File: src/hdl/lava_texture_animator_macros.svh
// Assertion macros for the lava tile animator.
// Used by the top level; empty bodies when SYNTHESIS is defined.
`ifndef LAVA_TEXTURE_ANIMATOR_MACROS_SVH
`define LAVA_TEXTURE_ANIMATOR_MACROS_SVH
`ifndef SYNTHESIS
`define LTA_ASSERT_IMPL(label, clk, rst, a, c) \
  label: assert property (@(posedge clk) disable iff (rst) (a) |-> (c)) else $error("lta check");
`define LTA_ASSERT_NEXT(label, clk, rst, a, c) \
  label: assert property (@(posedge clk) disable iff (rst) (a) |=> (c)) else $error("lta check");
`else
`define LTA_ASSERT_IMPL(label, clk, rst, a, c)
`define LTA_ASSERT_NEXT(label, clk, rst, a, c)
`endif
`endif

File: src/hdl/lta_pkg.sv
// Package for the lava tile animator: default sizes and the register map.
// No dependencies.
package lta_pkg;
  localparam int SIDE_DEF = 16;
  localparam int FRAC_DEF = 16;
  localparam logic [1:0] REG_ANAGLYPH = 2'd0;
endpackage

File: src/hdl/lta_ramp.sv
// Colour ramp for one flame value, worked over several cycles with one multiplier for its ramp steps.
// Depends on lta_pkg.
module lta_ramp #(
  parameter int FRAC_BITS = lta_pkg::FRAC_DEF
) (
  input  logic clk,
  input  logic rst,
  input  logic start,
  input  logic signed [FRAC_BITS+3:0] flame,
  input  logic anaglyph,
  output logic done,
  output logic [7:0] red,
  output logic [7:0] green,
  output logic [7:0] blue
);
  import lta_pkg::*;
  localparam int VW = FRAC_BITS + 1;
  localparam logic [VW-1:0] ONE = VW'(1) << FRAC_BITS;
  // Reciprocal of a hundred with 22 fraction bits; exact for sums below 2^15.
  localparam logic [15:0] INV100 = 16'd41944;
  typedef enum logic [2:0] {R_IDLE, R_SQ, R_RED, R_GRN, R_Q4, R_BLU, R_MIX} rstate_t;
  rstate_t st;
  logic [VW-1:0] v, sq, q4;
  logic [VW-1:0] ma;
  logic [VW-1:0] mb;
  logic [2*VW-1:0] prod;
  logic [7:0] r, g, b;
  logic [14:0] wr, wg, wb;
  logic [30:0] pr, pg, pb;
  logic [7:0] nr, ng, nb;
  logic signed [FRAC_BITS+4:0] f2;

  assign f2 = {flame, 1'b0};
  assign prod = ma * mb;

  // Multiplier operand selection per step.
  always_comb begin
    ma = v;
    mb = v;
    case (st)
      R_SQ:  begin ma = v;  mb = v; end
      R_RED: begin ma = v;  mb = VW'(100); end
      R_GRN: begin ma = sq; mb = VW'(255); end
      R_Q4:  begin ma = sq; mb = sq; end
      R_BLU: begin ma = q4; mb = VW'(128); end
      default: begin ma = v; mb = v; end
    endcase
  end

  // Anaglyph weights; quotients by a hundred through a reciprocal multiply.
  always_comb begin
    wr = 15'(r) * 15'd30 + 15'(g) * 15'd59 + 15'(b) * 15'd11;
    wg = 15'(r) * 15'd30 + 15'(g) * 15'd70;
    wb = 15'(r) * 15'd30 + 15'(b) * 15'd70;
    pr = {16'b0, wr} * {15'b0, INV100};
    pg = {16'b0, wg} * {15'b0, INV100};
    pb = {16'b0, wb} * {15'b0, INV100};
    nr = pr[29:22];
    ng = pg[29:22];
    nb = pb[29:22];
  end

  // Sequencer and registers.
  always_ff @(posedge clk) begin
    done <= 1'b0;
    if (rst) begin
      st <= R_IDLE;
    end else begin
      case (st)
        R_IDLE: if (start) begin
          if (f2 < 0) v <= '0;
          else if (f2 > $signed({4'b0, ONE})) v <= ONE;
          else v <= VW'(f2);
          st <= R_SQ;
        end
        R_SQ:  begin sq <= VW'(prod >> FRAC_BITS); st <= R_RED; end
        R_RED: begin r <= 8'(155 + (prod >> FRAC_BITS)); st <= R_GRN; end
        R_GRN: begin g <= 8'(prod >> FRAC_BITS); st <= R_Q4; end
        R_Q4:  begin q4 <= VW'(prod >> FRAC_BITS); st <= R_BLU; end
        R_BLU: begin b <= 8'(prod >> FRAC_BITS); st <= R_MIX; end
        R_MIX: begin
          red   <= anaglyph ? nr : r;
          green <= anaglyph ? ng : g;
          blue  <= anaglyph ? nb : b;
          done  <= 1'b1;
          st    <= R_IDLE;
        end
        default: st <= R_IDLE;
      endcase
    end
  end
endmodule

File: config.mk
export PLATFORM = sky130hd
export DESIGN_NAME = lta_ramp
export DESIGN_NICKNAME = d
export VERILOG_FILES = /design/src/hdl/lava_texture_animator_macros.svh /design/src/hdl/lta_pkg.sv /design/src/hdl/lta_ramp.sv
export SDC_FILE = /design/constraint.sdc
export NUM_CORES = 2
export LEC_CHECK = 0
export ABC_AREA = 1
export BUFFER_PORTS_ARGS = -buffer_cell sky130_fd_sc_hd__clkbuf_2
export CORE_ASPECT_RATIO = 0.9
export CORE_UTILIZATION = 45
export CTS_CLUSTER_SIZE = 14
export DETAILED_ROUTE_END_ITERATION = 8
export PLACE_DENSITY_LB_ADDON = 0.15
export SYNTH_ARGS = -nofsm -noshare
export SYNTH_HDL_FRONTEND = slang
export SYNTH_SLANG_ARGS = --single-unit
File: constraint.sdc
create_clock -name clk -period 20.9 [get_ports clk]
set_input_delay 2.09 -clock clk [delete_from_list [all_inputs] [get_ports clk]]
set_output_delay 2.09 -clock clk [all_outputs]
set_load 0.02 [all_outputs]
Word-level counts from Yosys, hierarchy flattened. Cells that the tools add are included.

Register bits after elaboration: 103. Bits in latches: 0. RAM bits: 0. Bits in read-only memories: 0. Input bits: 24. Output and inout bits: 25. Logic and storage cells: 55. Memories kept: 0.

Add/sub/neg operators: 5. Multipliers: 9. Div/mod/pow operators: 0. Magnitude comparators: 2. Eq/ne operators: 7. Shifts and indexed selects: 0. Muxes and demuxes: 9. Bitwise gates (word level): 1. Reductions and logical operators: 10.

Operators with widths (number): multiplier 15 x 13 -> 27 bit (second input constant) (3); case mux 17 bit (4 select lines) (1); multiplier 8 x 6 -> 14 bit (second input constant) (3); case mux 17 bit (2 select lines) (1); multiplier 17 x 17 -> 33 bit (1); adder 13 x 15 -> 15 bit (2); multiplier 8 x 4 -> 12 bit (second input constant) (2); two-way mux 8 bit (3); greater-than comparator 21 x 18 -> 1 bit (second input constant) (1); less-than comparator 21 x 1 -> 1 bit (second input constant) (1); case mux 3 bit (6 select lines) (1); two-way mux 17 bit (1); adder 13 x 14 -> 15 bit (1); adder 15 x 12 -> 15 bit (1); AND reduction 2 bit (6); == test 3 bit (second input constant) (3); adder 8 bit (first input constant) (1); == test 3 x 2 -> 1 bit (second input constant) (2); OR reduction 2 bit (2); == test 3 x 1 -> 1 bit (second input constant) (1); logical NOT 3 bit (1); two-way mux 3 bit (1); AND reduction 3 bit (1); inequality test 2 bit (second input constant) (1); 2 further kinds (2).

Longest topological paths before layout.
Depth in word-level cells: 5. Mapped depth: 52. Mapped depth without buffers: 52.

Least setup slack after synthesis. OpenSTA, ideal clock, no wires.

Path kind: reg-to-reg. Start: register r[0]. End: register red[7], data pin. Library setup time: 0.254 ns. Data arrival time: 8.896 ns. Required time: 20.646 ns. Setup slack: 11.750 ns. Stages on the path, launching flop included: 42. Buffers on the path: 0. Period minus slack after synthesis: 9.150 ns. Cell sequence: edfxtp_1 -> fa_1 -> fa_1 -> fa_1 -> nand3_1 -> nand2_1 -> xor2_1 -> inv_1 -> fa_1 -> fa_1 -> inv_1 -> fa_1 -> inv_1 -> ha_1 -> a21oi_1 -> o21ai_1 -> a21oi_1 -> o21ai_2 -> [... 6 more ...] -> fa_1 -> inv_1 -> fa_1 -> fa_1 -> inv_1 -> ha_1 -> a21oi_1 -> o21ai_0 -> nand2_1 -> nand2_1 -> nand2_1 -> nand3_1 -> nand2_1 -> nand2_1 -> inv_1 -> nand2_1 -> nand3_1 -> nand2_1.

Word-level cells in the longest chain between the ends: 5.

RTL lines: start, declared (line lta_ramp.sv:27) `logic [7:0] r, g, b;`; start signal, assigned (line lta_ramp.sv:77) `R_RED: begin r <= 8'(155 + (prod >> FRAC_BITS)); st <= R_GRN; end`; multiplier 8 x 4 -> 12 bit (line lta_ramp.sv:52) `wr = 15'(r) * 15'd30 + 15'(g) * 15'd59 + 15'(b) * 15'd11;`; adder 13 x 14 -> 15 bit (line lta_ramp.sv:52); adder 15 x 12 -> 15 bit (line lta_ramp.sv:52); multiplier 15 x 13 -> 27 bit (line lta_ramp.sv:55) `pr = {16'b0, wr} * {15'b0, INV100};`; two-way mux 8 bit (line lta_ramp.sv:82) `red <= anaglyph ? nr : r;`; end signal, assigned (line lta_ramp.sv:82); end, declared (line lta_ramp.sv:12) `output logic [7:0] red,`.

No other way between the ends. A chain may end at the register's enable or synchronous reset.

Final worst setup path.
Start: register r[3]. End: register red[6], data pin.

The elaborated chain is that of the path after synthesis.

==> results.txt <==
----------------------------------------------------
[Synth]
  Count of state elements after synthesis ... 102
  Sequential area share after synthesis ... 9.87%
  Library cells used by synthesis ... 50
  Net Count, Synth ... 4750
  Number of instances in the synthesized netlist ... 3723
  Ys async rst share ... 0%
  Post-synthesis area per instance ... 8.23 µm²
  Most used flip-flop cell after synthesis ... sky130_fd_sc_hd__edfxtp_1
  Top cell type's share of synthesized area ... 31.5%
  Leading cell types by count after synthesis ... sky130_fd_sc_hd__inv_1 (1021), sky130_fd_sc_hd__nand2_1 (682), sky130_fd_sc_hd__ha_1 (521), sky130_fd_sc_hd__fa_1 (482), sky130_fd_sc_hd__nor2_1 (233)
  Most common cell in the synthesized netlist ... sky130_fd_sc_hd__inv_1
  Number of enable flip-flop cells after synthesis ... 98
  Leading area contributor after synthesis ... sky130_fd_sc_hd__fa_1
  Most area-consuming cells after synthesis ... sky130_fd_sc_hd__fa_1 (32%), sky130_fd_sc_hd__ha_1 (21%), sky130_fd_sc_hd__inv_1 (13%), sky130_fd_sc_hd__edfxtp_1 (9.6%), sky130_fd_sc_hd__nand2_1 (8.4%)
  Post-synth design cell area ... 30600 µm²
  Count of yosys warnings during synthesis ... 0

[Placement]
  Port Buffers ... 48
  Post-DP HPWL ... 70700 µm
  Routability Congestion ... 0.932

[GRT]
  Global-route wire length before repair ... 129000 µm
  Overall track demand over capacity in global routing ... 24.0%
  Via count of the first global-routing pass ... 23400
  Number of antenna violations at the first check in global routing ... 3
  Remaining global-route overflow ... 0
  Maximum number of pins on one net before global-route repair ... 35

[Clocking]
  CTS tree ... yes
  Cell at the root of the clock tree ... sky130_fd_sc_hd__clkbuf_16
  Latest clock arrival within the worst-skew pair ... 0.38 ns
  Buffer levels on the longest clock path ... 2
  Total clock buffers created by CTS ... 9
  Total of hold buffers inserted after clock tree synthesis ... 0
  Post-CTS Resized ... 0
  Number of H-tree levels ... 3
  Clock sink count ... 102
  Post-CTS Setup Bufs ... 0
  Clock Pin Slew Worst Setup and Hold Paths ... 0.08 ns

[Drt]
  Number of DRC violations after detailed-routing iteration 0 ... 1604
  Vias ... 23500
  Remaining number of nets flagged by the antenna check after routing ... 0
  Final wirelength ... 80900 µm
  Number of detailed-routing iterations run before antenna repair ... 7
  Wire length per cell ... 17.5 µm
  Via count normalized by instance count ... 5.08
  Remaining DRCs ... 0

[Floorplanning]
  Die Span X ... 277 µm
  Area of the core ... 67200 µm²
  Initial Utilization ... 45.6%
  Number of core rows ... 90
  Floorplan die area ... 69100 µm²
  Height of the die ... 250 µm
  Number of placed I/O pins ... 49

[Critical path]
  Arrival time reported for the critical path endpoint ... 10.29 ns
  WP data required ... 20.99 ns
  R2R Path Start ... r[3]$_DFFE_PP_
  Library cell contributing the largest single delay on the critical path ... sky130_fd_sc_hd__xor2_1
  Kind of launch point of the worst setup path ... flip-flop
  Category of the most critical setup path ... flip-flop to flip-flop
  Kind of end point of the critical path ... flip-flop
  Minimum setup slack among reg-to-reg paths ... 10.70 ns
  Worst reg2reg endpoint ... red[6]$_DFFE_PP_
  Max FO, Critical Path ... 7
  R2r worst-path depth ... 43
  Max incr delay on CP ... 0.57 ns
  Most common cell on crit path ... sky130_fd_sc_hd__inv_1

[STA]
  Sum of negative setup slack ... 0 ns
  RSZ-0062 raised after global routing ... false
  Final period util ... 48.8%
  Final setup vio count ... 0
  Measured slew at the worst slew-check pin ... 1.14 ns
  Rel. slew slack ... 24.1%
  Final Max Tran Viols ... 0
  Hold violation total from the final report ... 0
  Min Clock Period, post-route ... 10.20 ns
  Achievable Freq ... 98.1 MHz
  Clk_skew ... 0.0137 ns

[Run]
  Max-cap viol count ... 0

[Cells and area]
  Core utilization of the finished layout ... 47.8%
  Growth of design area from synthesis to finish ... 5.00%
  Layout cells sized above 1 ... 3.12%
  Count of nets after finishing ... 4776

[Min path]
  Hold WC Path Type ... flip-flop to flip-flop
  Start point of the worst min-delay path ... st[0]$_SDFFE_PP0P_
  Hold path cells ... 2
  Destination of the worst hold path ... st[1]$_SDFFE_PP0P_

[Outcome]
  Outcome ... finished, final reports clean

----------------------------------------------------
## routing by layer
layer	GRT usage [%]	wire, µm	up-vias
met1	36.5	39600	11400
met5	0	26	-
li1	-	-	11400
met4	4.56	1420	4
met2	36.1	34900	602
met3	3.59	4970	74
## worst max path at each step
stage | from | endpoint | slack [ns] | cells after the start
2_1_floorplan | r[0]$_DFFE_PP_ | red[7]$_DFFE_PP_ | 11.75 | 41
3_3_place_gp | r[0]$_DFFE_PP_ | red[7]$_DFFE_PP_ | 10.91 | 41
3_5_place_dp | r[3]$_DFFE_PP_ | red[6]$_DFFE_PP_ | 10.70 | 43
4_1_cts | r[3]$_DFFE_PP_ | red[6]$_DFFE_PP_ | 10.68 | 43
5_1_grt | r[3]$_DFFE_PP_ | red[6]$_DFFE_PP_ | 9.86 | 43
6_report | r[3]$_DFFE_PP_ | red[6]$_DFFE_PP_ | 10.70 | 43
## stage by stage
stage / area [µm²] / std cells / hold slack, ns / setup slack, ns
3_5_place_dp: 31800 / 4612 / 0.567 / 10.70
4_1_cts: 32200 / 4628 / 0.580 / 10.68
3_3_place_gp: 31800 / 4612 / 0.564 / 10.91
2_1_floorplan: 30600 / 3723 / 0.526 / 11.75
5_1_grt: 32200 / 4628 / 0.631 / 9.86
6_report: 32200 / 4629 / 0.590 / 10.70
## layout make-up
| cell class | count | area [µm²] |
|---|---|---|
| well taps | 874 | 1090 |
| flip-flops and latches | 102 | 3020 |
| clock buffers | 9 | 225 |
| multi-input cells | 2546 | 23500 |
| fillers | 6693 | 35100 |
| repair buffers | 59 | 323 |
| inverters | 1031 | 3870 |
| diodes | 1 | 2.50 |
| clock inverters | 7 | 88.8 |
## sequential cells by signal (all words and copies together), names as in the netlist
name,flops
q4,17
sq,17
v,16
b,8
blue,8
g,8
green,8
r,8
red,8
st,3
done,1
## placed cells by master (no fill, tap or decap), types with 20 or more instances in the layout
master                     Yosys  final
sky130_fd_sc_hd__fa_1        482    482
sky130_fd_sc_hd__xor2_1       55     55
sky130_fd_sc_hd__a21oi_1     137    137
sky130_fd_sc_hd__nand4_1      34     34
sky130_fd_sc_hd__ha_1        521    521
sky130_fd_sc_hd__clkbuf_2      0     48
sky130_fd_sc_hd__inv_1      1021   1021
sky130_fd_sc_hd__xnor2_1      25     25
sky130_fd_sc_hd__nor2_1      233    233
sky130_fd_sc_hd__o21bai_1     21     21
sky130_fd_sc_hd__nand3_1     105    105
sky130_fd_sc_hd__edfxtp_1     98     98
sky130_fd_sc_hd__a22oi_1      20     20
sky130_fd_sc_hd__nand2_1     682    682
sky130_fd_sc_hd__o21ai_0      72     72
sky130_fd_sc_hd__nor3_1       30     28
## logic make-up after synthesis
| family | after synthesis | share of synthesized area [%] |
|---|---|---|
| AOI/OAI and AO/OA | 340 | 6.61 |
| xor gates and xnor gates | 82 | 2.39 |
| adders and majority gates | 1003 | 52.8 |
| buffers and inverters | 1075 | 13.4 |
| DFF | 102 | 9.87 |
| and+or+nand+nor | 1121 | 15.0 |
## worst max-delay path: cells and delay by family, from the launching register on
| family | cells | cell delay [ns] |
|---|---|---|
| XOR/XNOR | 1 | 0.57 |
| flip-flops | 1 | 0.46 |
| adder cells (fa/ha/maj) | 13 | 5.34 |
| AND/OR/NAND/NOR | 14 | 2.13 |
| AO/OA/AOI/OAI | 5 | 0.68 |
| buffers and inverters | 10 | 0.73 |
Power is not shown: default switching activity piles up to over one toggle a cycle in this logic, so the estimate is an artifact.
